<file path="src/design/hhet_pkg.sv">
// ----------------------------------------------------------------------------
// hhet_pkg
// Shared types and constants of the hashed handle event table: field widths,
// command and status codes, and the control and status groups that pass
// between the controller and the datapath.
// ----------------------------------------------------------------------------
package hhet_pkg;

   // Defaults of the top-level parameters
   localparam int MAX_ENTRIES_DEF  = 128;
   localparam int HASH_BITS_DEF    = 8;
   localparam int BUCKET_DEPTH_DEF = 2;

   // Fixed field widths of the channels
   localparam int CMD_W      = 2;
   localparam int HANDLE_W   = 16;
   localparam int EVENT_W    = 16;
   localparam int STATUS_W   = 2;
   localparam int SLOT_OUT_W = 7;
   localparam int USED_OUT_W = 8;

   typedef enum logic [CMD_W-1:0] {
      CMD_ADD    = 2'd0,
      CMD_DELETE = 2'd1,
      CMD_SET    = 2'd2,
      CMD_CLEAR  = 2'd3
   } cmd_type;

   typedef enum logic [STATUS_W-1:0] {
      ST_OK          = 2'd0,
      ST_TABLE_FULL  = 2'd1,
      ST_BUCKET_FULL = 2'd2,
      ST_NOT_FOUND   = 2'd3
   } status_type;

   // Datapath operation issued by the controller in each cycle
   typedef enum logic [3:0] {
      OP_IDLE,
      OP_ACCEPT,
      OP_LOOK,
      OP_DLAST,
      OP_EROW,
      OP_BRD,
      OP_BFIX,
      OP_EV,
      OP_CLEAR
   } op_type;

   typedef struct packed {
      op_type op;
      logic   out_load;
   } ctl_type;

   typedef struct packed {
      cmd_type cmd;
      logic    found;
      logic    has_last;
      logic    clr_last;
   } sts_type;

endpackage

</file>
<file path="src/design/hhet_ctrl.sv">
// ----------------------------------------------------------------------------
// hhet_ctrl
// Command sequencer: steps each request through bucket and dense table
// accesses and owns the response valid flag.
// ----------------------------------------------------------------------------
module hhet_ctrl import hhet_pkg::*; (
   input  logic    clock,
   input  logic    reset,
   input  logic    req_valid,
   output logic    req_ready,
   output logic    rsp_valid,
   input  logic    rsp_ready,
   output ctl_type ctl,
   input  sts_type sts
);

   typedef enum logic [3:0] {
      S_CLEAR,
      S_IDLE,
      S_LOOK,
      S_DLAST,
      S_EROW,
      S_BRD,
      S_BFIX,
      S_EV,
      S_OUT
   } state_type;

   state_type state_ff, state_in;
   logic      rsp_valid_ff, rsp_valid_in;
   logic      accept;
   logic      out_load;

   assign req_ready = (state_ff == S_IDLE);
   assign accept    = req_valid && req_ready;
   assign out_load  = (state_ff == S_OUT) && (!rsp_valid_ff || rsp_ready);
   assign rsp_valid = rsp_valid_ff;

   always_comb begin
      ctl.out_load = out_load;
      unique case (state_ff)
         S_CLEAR: ctl.op = OP_CLEAR;
         S_IDLE:  ctl.op = accept ? OP_ACCEPT : OP_IDLE;
         S_LOOK:  ctl.op = OP_LOOK;
         S_DLAST: ctl.op = OP_DLAST;
         S_EROW:  ctl.op = OP_EROW;
         S_BRD:   ctl.op = OP_BRD;
         S_BFIX:  ctl.op = OP_BFIX;
         S_EV:    ctl.op = OP_EV;
         default: ctl.op = OP_IDLE;
      endcase
   end

   always_comb begin
      state_in     = state_ff;
      rsp_valid_in = rsp_valid_ff;
      if (rsp_ready) begin
         rsp_valid_in = 1'b0;
      end
      if (out_load) begin
         rsp_valid_in = 1'b1;
      end
      unique case (state_ff)
         S_CLEAR: begin
            if (sts.clr_last) begin
               state_in = S_IDLE;
            end
         end
         S_IDLE: begin
            if (accept) begin
               state_in = S_LOOK;
            end
         end
         S_LOOK: begin
            priority if (sts.cmd == CMD_ADD || !sts.found) begin
               state_in = S_OUT;
            end else if (sts.cmd == CMD_DELETE) begin
               state_in = sts.has_last ? S_DLAST : S_BRD;
            end else begin
               state_in = S_EV;
            end
         end
         S_DLAST: state_in = S_EROW;
         S_EROW:  state_in = S_BRD;
         S_BRD:   state_in = S_BFIX;
         S_BFIX:  state_in = S_OUT;
         S_EV:    state_in = S_OUT;
         S_OUT: begin
            if (out_load) begin
               state_in = S_IDLE;
            end
         end
         default: state_in = S_IDLE;
      endcase
   end

   always_ff @(posedge clock) begin
      if (reset) begin
         state_ff     <= S_CLEAR;
         rsp_valid_ff <= 1'b0;
      end else begin
         state_ff     <= state_in;
         rsp_valid_ff <= rsp_valid_in;
      end
   end

   a_accept_to_look: assert property (@(posedge clock) disable iff (reset)
      accept |=> (state_ff == S_LOOK))
      else $error("accepted request did not move to lookup");

   a_load_sets_valid: assert property (@(posedge clock) disable iff (reset)
      out_load |=> rsp_valid_ff)
      else $error("loaded response not presented");

   a_delete_moves_last: assert property (@(posedge clock) disable iff (reset)
      (state_ff == S_LOOK && sts.cmd == CMD_DELETE && sts.found && sts.has_last)
      |=> (state_ff == S_DLAST))
      else $error("delete skipped the move of the last entry");

endmodule

</file>
<file path="config.mk">
export PLATFORM = sky130hd
export DESIGN_NAME = hhet_ctrl
export DESIGN_NICKNAME = d
export VERILOG_FILES = /design/src/design/hhet_pkg.sv /design/src/design/hhet_ctrl.sv
export SDC_FILE = /design/constraint.sdc
export NUM_CORES = 1
export LEC_CHECK = 0
export BUFFER_PORTS_ARGS = -buffer_cell sky130_fd_sc_hd__buf_4
export CAP_MARGIN = 0
export CORE_AREA = 2 2 39 41
export DETAILED_ROUTE_END_ITERATION = 7
export DIE_AREA = 0 0 41 43
export HOLD_SLACK_MARGIN = 0.15
export SYNTH_ARGS = -nofsm -noshare
export SYNTH_HDL_FRONTEND = slang
export SYNTH_SLANG_ARGS = --single-unit
</file>
<file path="constraint.sdc">
create_clock -name clock -period 1.3 [get_ports clock]
set_input_delay 0.065 -clock clock [delete_from_list [all_inputs] [get_ports clock]]
set_output_delay 0.065 -clock clock [all_outputs]
set_load 0.01 [all_outputs]
</file>
==> impl_results.md, run 1 <==
* Status: complete, but fails checks
* Violated checks: negative setup slack
* Tot Pwr at a little under 0.0009 W
* Worst setup EP type: output pin
* Fin area at between 600 and 700 um^2
* Cell types with the highest counts after synthesis: 5 x a21oi_1, 5 x dfxtp_1, 4 x nor3_1, 4 x nor4_1
* Critical Path End: ctl[0]
* Top_reg_cell synth: dfxtp_1
* Met2 wire len at about 520 um
* Synth top area cells: dfxtp_1 26%, o32ai_4 7.2%, a21oi_1 6.5%, nor4_1 6.5%, nor3_1 5.2%
* CP startpoint: state_ff[2]
* Setup ws final at -0.150 ns
* Placed inst area at between 500 and 600 um^2
* CP cell instances: or4b_4 -> nor2b_1 -> buf_4
* Critical path class: flip-flop to output pin
* Yosys reg bits at 5
* Combinational Power Share at 55.2%
* Slew Viols, Final at 0
* Initial Utilization at between 20% and 30%
* Site Rows at 14
* IO Count at 16
* Mapped Cells at 45
* Yosys top cell by area: dfxtp_1
* First-pass GRT wire length at 1500 um
* Post-synth EDFFs at 0
* Part of the power in registers at 23.5%
* Die extent in y at roughly 43 um
* Total track usage at 13.0%
* Switch Pwr at about 0.00033 W
* CTS max path bufs at 2
* Syn_area_per_cell at ~8.5 um^2
* Grt ovf at 0
* Number of antenna violations at the first check in global routing at 0
* I/O Buffers at 15
* CP Max Fanout at 3
* Worst hold path type: primary input to flip-flop
* Clock Pin Slew Worst Setup and Hold Paths at roughly 0.05 ns
* Nets@finish at 77
* Ant. Diodes at 0
* Max layer used: met4
* P per Cell Area at between 1000 and 1500 nW/um^2
* Synthesized cell area at roughly 380 um^2
* Crit path required time at between 1 and 1.5 ns
* Residual DRC at 0
* Area of the core at ~1400 um^2
* CTS tree: built
* Synthesized net count at 54
* CTS buffer count at 3
* FMAX at approximately 690 MHz
* Clk_skew at ~0.0046 ns
* P_int at approximately 0.00056 W
* Worst-Skew Late Latency at 0.25 ns
* # fillers at approximately 140
* H-tree depth at 1
* Yosys cell types at 24
* DPL Wire Length at 714 um
* Largest net degree at the start of global routing at 12
* Max-cap viol count at 0
* Register area share after synthesis at between 20% and 30%
* Ys async rst share at 0%
* Post-synth top area share at a little over a quarter
* VDD IR max at between 0.7 and 0.8 mV
* RePlAce Congestion at 0.722
* Die W at around 41 um
* Number of clock sinks at 5
* LEAKAGE at ~0.26 nW
* Fin crit share at 112%
* Vias at 407
* Power share of the clock group at a little over a fifth
* Total Routed Length at approximately 1100 um
* WL met1 at roughly 470 um
* Max-Slew Margin vs Limit at roughly 81%
* DRT iter0 DRCs at 5
* Critical path data arrival time at roughly 1.4 ns
* FF-to-FF Start: state_ff[2]
* YS warnings at 0
* Drt pass-1 iters at 2
* RSZ-0062 raised after global routing: yes
* Fin. Hold Viols at 0
* Antenna Nets Post-Route at 0
* Vias in the first global route at around 360
* Layout area overhead at 63.4%
* Wire length per cell at around 13 um
* Root Driver: clkbuf_4
* CP peak stage delay at between 0.5 and 0.6 ns
* Final Setup Violations at 3
* Share of cells above drive strength 1 at about 64%
* Worst-Margin Slew at about 0.28 ns
* R2r endpoint: state_ff[0]
* Min Tclk post-route at 1.45 ns
* CP Launch Type: flip-flop
* Final hold slack at 0.173 ns
* Flop-to-flop setup slack at -0.12 ns
* R2R depth at 4
* Sw Share at a little under two fifths
* Met3 WL at around 48 um
* Slowest-stage cell, CP: or4b_4
* Vias per inst at 4.90
* Die area at roughly 1800 um^2
==> kinds of logic (layout without fill, tap and decap cells) <==
group,count (synthesis),count (layout),share of synthesized area (%)
flip-flops,5,5,26.1
buffers and inverters,6,28,9.48
AND/OR/NAND/NOR,23,23,39.2
AO/OA/AOI/OAI,11,11,25.2
==> per-layer routing <==
metal	track usage [%]	vias to the layer above
met3	7.85	2
met5	0	-
li1	-	209
met2	18.8	8
met1	15.5	188
met4	4.00	0
==> per-stage QoR <==
step	setup slack [ns]	util, %	TNS, ns	cells
4_1_cts	-0.165	42.6	-0.330	82
3_3_place_gp	-0.0172	38.7	-0.0315	77
3_5_place_dp	-0.0464	38.7	-0.0946	77
5_1_grt	-0.229	45.2	-0.614	83
6_report	-0.150	45.2	-0.391	83
2_1_floorplan	-0.0270	-	-0.0270	45
==> cell usage in the layout (no fill, tap or decap), types with 2 or more instances in the layout <==
| master | synthesis | layout |
|---|---|---|
| nor4_2 | 0 | 2 |
| dfxtp_2 | 0 | 4 |
| nor2_1 | 3 | 3 |
| clkbuf_4 | 0 | 3 |
| nand3b_1 | 2 | 2 |
| buf_4 | 1 | 21 |
| a21oi_1 | 5 | 3 |
| nand2b_1 | 2 | 2 |
| a21oi_2 | 0 | 2 |
| nor3_1 | 4 | 3 |
| nor2b_1 | 3 | 3 |
==> power by group through the flow <==
stage / clock network (W) / registers, W / logic [W]
2_1_floorplan: 0 / 0.000195 / 0.000288
3_3_place_gp: 0 / 0.000210 / 0.000405
3_5_place_dp: 0 / 0.000208 / 0.000408
4_1_cts: 0.000197 / 0.000209 / 0.000422
5_1_grt: 0.000212 / 0.000213 / 0.000521
6_report: 0.000189 / 0.000209 / 0.000490
==> final cells by class <==
cell class	instances	area (um^2)	area share, %
clock buffer	4	26.3	4.20
inverter	1	3.75	0.600
multi-input combinational	34	292	46.6
sequential	5	105	16.8
tap	16	20.0	3.20
timing repair buffer	23	179	28.6
==> how the worst min path moves through the flow <==
stage	endpoint	slack [ns]	startpoint	cells past startpoint
4_1_cts	state_ff[2]	0.15	sts[4]	4
3_5_place_dp	state_ff[2]	0.28	reset	2
3_3_place_gp	state_ff[0]	0.28	reset	2
2_1_floorplan	rsp_valid	0.13	reset	1
5_1_grt	state_ff[2]	0.19	sts[4]	4
6_report	state_ff[2]	0.17	sts[4]	4
==> critical path: cells and delay by family, from the launching register on <==
family | cells | cell delay, ns
buf+inv | 1 | 0.12
simple gates | 2 | 0.70
flops | 1 | 0.31
==> flip-flops by register name, summed over array words and instances (netlist names) <==
signal,flops
state_ff,4
rsp_valid,1
==> timing repair <==
item,in CTS,in global routing
cloned,0,0
hold buffers,1,0
resized for setup,5,7
buffers inserted,0,1
endpoints found under the hold margin,5,0
setup endpoints to repair,6,6
pin swaps,3,2
(Power assumes the default switching activity.)
==> run 2: changes to the inputs <==
Settings changed: CORE_AREA 2 2 39 41 to 2 2 40 42, CTS_BUF_LIST from default to sky130_fd_sc_hd__clkbuf_8 sky130_fd_sc_hd__clkbuf_16, DIE_AREA 0 0 41 43 to 0 0 42 44, SETUP_SLACK_MARGIN from default to 0.5.
==> impl_results.md, run 2 (synthesis results as in run 1) <==
* Total track usage at 13.3% (+0.35 points)
* Setup ws final at -0.126 ns (+0.0237 ns)
* First-pass GRT wire length at 1830 um (+22%)
* Die area at 1850 um^2 (+4.8%)
* Ant. Diodes at 0 (unchanged)
* Max-Slew Margin vs Limit at 80.6% (-0.77 points)
* IO Count at 16 (unchanged)
* Critical path class: flip-flop to output pin
* CTS max path bufs at 2 (unchanged)
* Met3 WL at 25 um (-48%)
* CP Launch Type: flip-flop
* Commonest non-fill, non-tap cell in the layout: buf_4
* Status: complete, but fails checks
* WL met1 at 498 um (+6.2%)
* Die extent in y at 44 um (+2.3%)
* Max layer used: met4
* RePlAce Congestion at 0.778 (+7.8%)
* Antenna Nets Post-Route at 0 (unchanged)
* Clock Pin Slew Worst Setup and Hold Paths at 0.04 ns (about the same)
* Nets@finish at 84 (+9.1%)
* Vias per inst at 4.93 (+0.61%)
* Vias at 444 (+9.1%)
* Die W at 42 um (+2.4%)
* LEAKAGE at 0.320 nW (+24%)
* Setup TNS at -0.322 ns (+0.0690 ns)
* Site Rows at 14 (unchanged)
* Grt ovf at 0 (unchanged)
* Max-cap viol count at 0 (unchanged)
* Layout area overhead at 98.4%
* Initial Utilization at 27.0% (-0.68 points)
* P per Cell Area at 1480 nW/um^2 (+4.5%)
* Worst hold path type: primary input to flip-flop
* Tot Pwr at 0.00113 W (+27%)
* Wire length per cell at 13.7 um (+7.9%)
* Total Routed Length at 1230 um (+17%)
* Share of cells above drive strength 1 at 74.3% (+10 points)
* Critical path data arrival time at 1.36 ns (-0.03 ns)
* Worst-Margin Slew at 0.288 ns (+0.0113 ns)
* Min Tclk post-route at 1.43 ns (-0.0237 ns)
* Met2 wire len at 665 um (+28%)
* Clk_skew at 0.00306 ns (-0.00157 ns)
* DPL Wire Length at 723 um (+1.3%)
* Fin crit share at 110% (-1.8 points)
* CP Max Fanout at 3 (unchanged)
* DRT iter0 DRCs at 12 (+7)
* H-tree depth at 1 (unchanged)
* Final Setup Violations at 3 (unchanged)
* CTS tree: built
* Register name with the most flops: state_ff
* Drt pass-1 iters at 2 (unchanged)
* Vias in the first global route at 420 (+17%)
* Slew Viols, Final at 0 (unchanged)
* Worst setup EP type: output pin
* Area of the core at 1420 um^2 (+2.5%)
* VDD IR max at 0.602 mV (-15%)
* Largest net degree at the start of global routing at 12 (unchanged)
* Violated checks: negative setup slack
* Crit path required time at 1.24 ns (about the same)
* Largest register FFs at 4 (unchanged)
* RSZ-0062 raised after global routing: yes
* Pre-CTS setup slack at -0.0390 ns (+0.00735 ns)
* Root Driver: clkbuf_8
* Commonest non-fill, non-tap cells in the layout: 23 x buf_4, 6 x buf_6, 4 x a21oi_2
* Fin. Hold Viols at 0 (unchanged)
* Number of antenna violations at the first check in global routing at 0 (unchanged)
* Residual DRC at 0 (unchanged)
* Number of clock sinks at 5 (unchanged)
* CTS buffer count at 3 (unchanged)
* FMAX at 701 MHz (+1.7%)
* Worst-Skew Late Latency at 0.23 ns (-0.02 ns)
* I/O Buffers at 15 (unchanged)
==> run 2: critical path, cell delays in order (launching register included) <==
cell and delay (ns):
dfxtp_2 0.31, or4b_4 0.57, nor2b_2 0.13, buf_4 0.12
==> run 2: cell type report <==
class	count	area (um^2)
flip-flops and latches	5	108
fillers	124	659
inverters	1	11.3
clock inverters	1	3.75
multi-input cells	34	325
clock buffers	3	41.3
repair buffers	30	250
well taps	16	20.0
==> run 2: worst paths after layout <==
check              startpoint     endpoint  slack (ns)  cells after the start
hold reg to reg     rsp_valid    rsp_valid        0.59                      2
setup / recovery  state_ff[2]       ctl[0]       -0.13                      3
setup reg to reg  state_ff[2]  state_ff[0]       -0.11                      4
hold / removal         sts[4]  state_ff[2]        0.20                      4
==> run 2: power breakdown <==
group,internal [W],switching (W),leakage [nW]
sequential,0.000187,0.0000313,0.0428
combinational,0.000350,0.000269,0.250
clock,0.000203,0.0000852,0.0269
total,0.000741,0.000385,0.320
==> run 2: routing by layer <==
| layer | GRT usage (%) | up-vias |
|---|---|---|
| met3 | 1.25 | 4 |
| met2 | 23.1 | 9 |
| met4 | 9.68 | 0 |
| met1 | 15.3 | 208 |
| li1 | - | 223 |
| met5 | 0 | - |
==> run 2: repair_timing <==
action	4_1_cts	5_1_grt
hold endpoints to repair	5	0
endpoints found under the setup margin	11	11
setup buffers	5	3
pin swaps	3	4
gates resized for setup	14	13
hold buffers	1	0
==> run 2: through the flow <==
stage | utilization [%] | hold WS [ns] | cells | instance area, um^2
after CTS | 48.1 | 0.196 | 87 | 683
after floorplan | - | 0.134 | 45 | 395
after global routing | 53.5 | 0.248 | 90 | 759
final | 53.5 | 0.203 | 90 | 759
after detailed placement | 38.1 | 0.285 | 77 | 541
after global placement | 38.1 | 0.282 | 77 | 541
==> run 3: changes to the inputs <==
Settings changed: CTS_CLUSTER_SIZE from default to 14, MAX_ROUTING_LAYER from default to met4.
==> impl_results.md, run 3 (synthesis results as in run 1) <==
* Status: complete, but fails checks
* Violated checks: negative setup slack
* Nets@finish at 84 (unchanged)
* Sw Share at 34.2% (about the same)
* Number of antenna violations at the first check in global routing at 0 (unchanged)
* P per Cell Area at 1480 nW/um^2 (about the same)
* Fin cells at 90 (unchanged)
* CP Max Fanout at 3 (unchanged)
* FF-to-FF Start: state_ff[2]
* Met1 Resource Use GR at 15.8% (+0.50 points)
* Max-cap viol count at 0 (unchanged)
* P_int at 0.000741 W (unchanged)
* Setup TNS at -0.322 ns (unchanged)
* Die W at 42 um (unchanged)
* Largest net degree at the start of global routing at 12 (unchanged)
* DPL Wire Length at 723 um (unchanged)
* Vias per inst at 4.93 (unchanged)
* Worst setup EP type: output pin
* RSZ-0062 raised after global routing: yes
* Crit path required time at 1.24 ns (about the same)
* Commonest non-fill, non-tap cells in the layout: 23 x buf_4, 6 x buf_6, 4 x a21oi_2
* CTS tree: built
* Critical path data arrival time at 1.36 ns (about the same)
* Clk_skew at 0.00306 ns (unchanged)
* CP Launch Type: flip-flop
* Part of the power in registers at 19.4% (about the same)
* Placed cell count at 77 (unchanged)
* Site Rows at 14 (unchanged)
* Vias in the first global route at 419 (-0.24%)
* IO Count at 16 (unchanged)
* Placed inst area at 541 um^2 (unchanged)
* Ant. Diodes at 0 (unchanged)
* Worst hold path type: primary input to flip-flop
* Final hold slack at 0.203 ns (unchanged)
* Fin. Hold Viols at 0 (unchanged)
* Commonest non-fill, non-tap cell in the layout: buf_4
* First-pass GRT wire length at 1840 um (+0.77%)
* CP startpoint: state_ff[2]
* Power share of the clock group at 25.6% (about the same)
* Grt ovf at 0 (unchanged)
* Die area at 1850 um^2 (unchanged)
* Antenna Nets Post-Route at 0 (unchanged)
* Slew Viols, Final at 0 (unchanged)
* RePlAce Congestion at 0.789 (+1.4%)
* Setup ws final at -0.126 ns (unchanged)
* Min-Delay Startpoint: sts[4]
* Switch Pwr at 0.000385 W (about the same)
* H-tree depth at 1 (unchanged)
* Fin area at 759 um^2 (unchanged)
* Critical path class: flip-flop to output pin
* Largest register FFs at 4 (unchanged)
* Met3 usage at 1.25% (unchanged)
* Clock Pin Slew Worst Setup and Hold Paths at 0.04 ns (about the same)
* Area of the core at 1420 um^2 (unchanged)
* Pre-CTS setup slack at -0.0390 ns (unchanged)
* Number of clock sinks at 5 (unchanged)
* I/O Buffers at 15 (unchanged)
* Worst-Margin Slew at 0.288 ns (unchanged)
* Vias at 444 (unchanged)
* Drt pass-1 iters at 2 (unchanged)
* Root Driver: clkbuf_8
* Final Setup Violations at 3 (unchanged)
* # fillers at 124 (unchanged)
* Share of cells above drive strength 1 at 74.3% (unchanged)
* Max-Slew Margin vs Limit at 80.6% (unchanged)
* Layout area overhead at 98.4% (unchanged)
* CTS max path bufs at 2 (unchanged)
* DRT iter0 DRCs at 12 (unchanged)
* CTS buffer count at 3 (unchanged)
* Min Tclk post-route at 1.43 ns (unchanged)
* Fin crit share at 110% (unchanged)
* Residual DRC at 0 (unchanged)
* Total track usage at 13.8% (+0.51 points)
* M2 GR Usage at 22.8% (-0.31 points)
* FMAX at 701 MHz (unchanged)
* Total Routed Length at 1230 um (unchanged)
* Die extent in y at 44 um (unchanged)
* VDD IR max at 0.602 mV (about the same)
* Combinational Power Share at 55.0% (about the same)
* Worst-Skew Late Latency at 0.23 ns (about the same)
* Wire length per cell at 13.7 um (unchanged)
* LEAKAGE at 0.320 nW (unchanged)
* Register name with the most flops: state_ff
* Initial Utilization at 27.0% (unchanged)
* Busiest layer in global routing: met2
## run 3: final cells by class
type	count	area (um^2)	share of cell area, %
timing repair buffer	30	250	32.9
clock inverter	1	3.75	0.494
clock buffer	3	41.3	5.44
tap	16	20.0	2.64
inverter	1	11.3	1.48
sequential	5	108	14.2
multi-input combinational	34	325	42.8
## run 3: power groups by stage
stage | Combinational, W | Sequential, W | Clock (W)
2_1_floorplan | 0.000290 | 0.000195 | 0
6_report | 0.000619 | 0.000219 | 0.000288
4_1_cts | 0.000523 | 0.000214 | 0.000295
3_5_place_dp | 0.000410 | 0.000208 | 0
3_3_place_gp | 0.000407 | 0.000207 | 0
5_1_grt | 0.000661 | 0.000223 | 0.000310
## run 3: worst max-delay path, stage by stage, from the launching register on
cell and delay [ns]:
dfxtp_2 0.31, or4b_4 0.57, nor2b_2 0.13, buf_4 0.12
## run 3: routing by layer
layer | routed length, um | vias to the layer above
met5 | 0 | -
met4 | 40 | 0
met3 | 25 | 4
met2 | 665 | 9
met1 | 498 | 208
li1 | - | 223
## run 3: final timing paths
kind	slack (ns)	endpoint	cells past startpoint
max	-0.13	ctl[0]	3
min	0.20	state_ff[2]	4
max reg2reg	-0.11	state_ff[0]	4
min reg2reg	0.59	rsp_valid	2
## run 3: what timing repair did
item,CTS,global route
buffers inserted,5,3
pin swaps,3,4
hold buffers,1,0
endpoints found under the hold margin,5,0
setup endpoints to repair,11,11
resized for setup,14,13
## run 3: through the flow
stage               util, %  power [W]
finish                 53.5    0.00113
global route           53.5    0.00119
CTS                    48.1    0.00103
detailed placement     38.1   0.000619
global placement       38.1   0.000614
floorplan                 -   0.000484
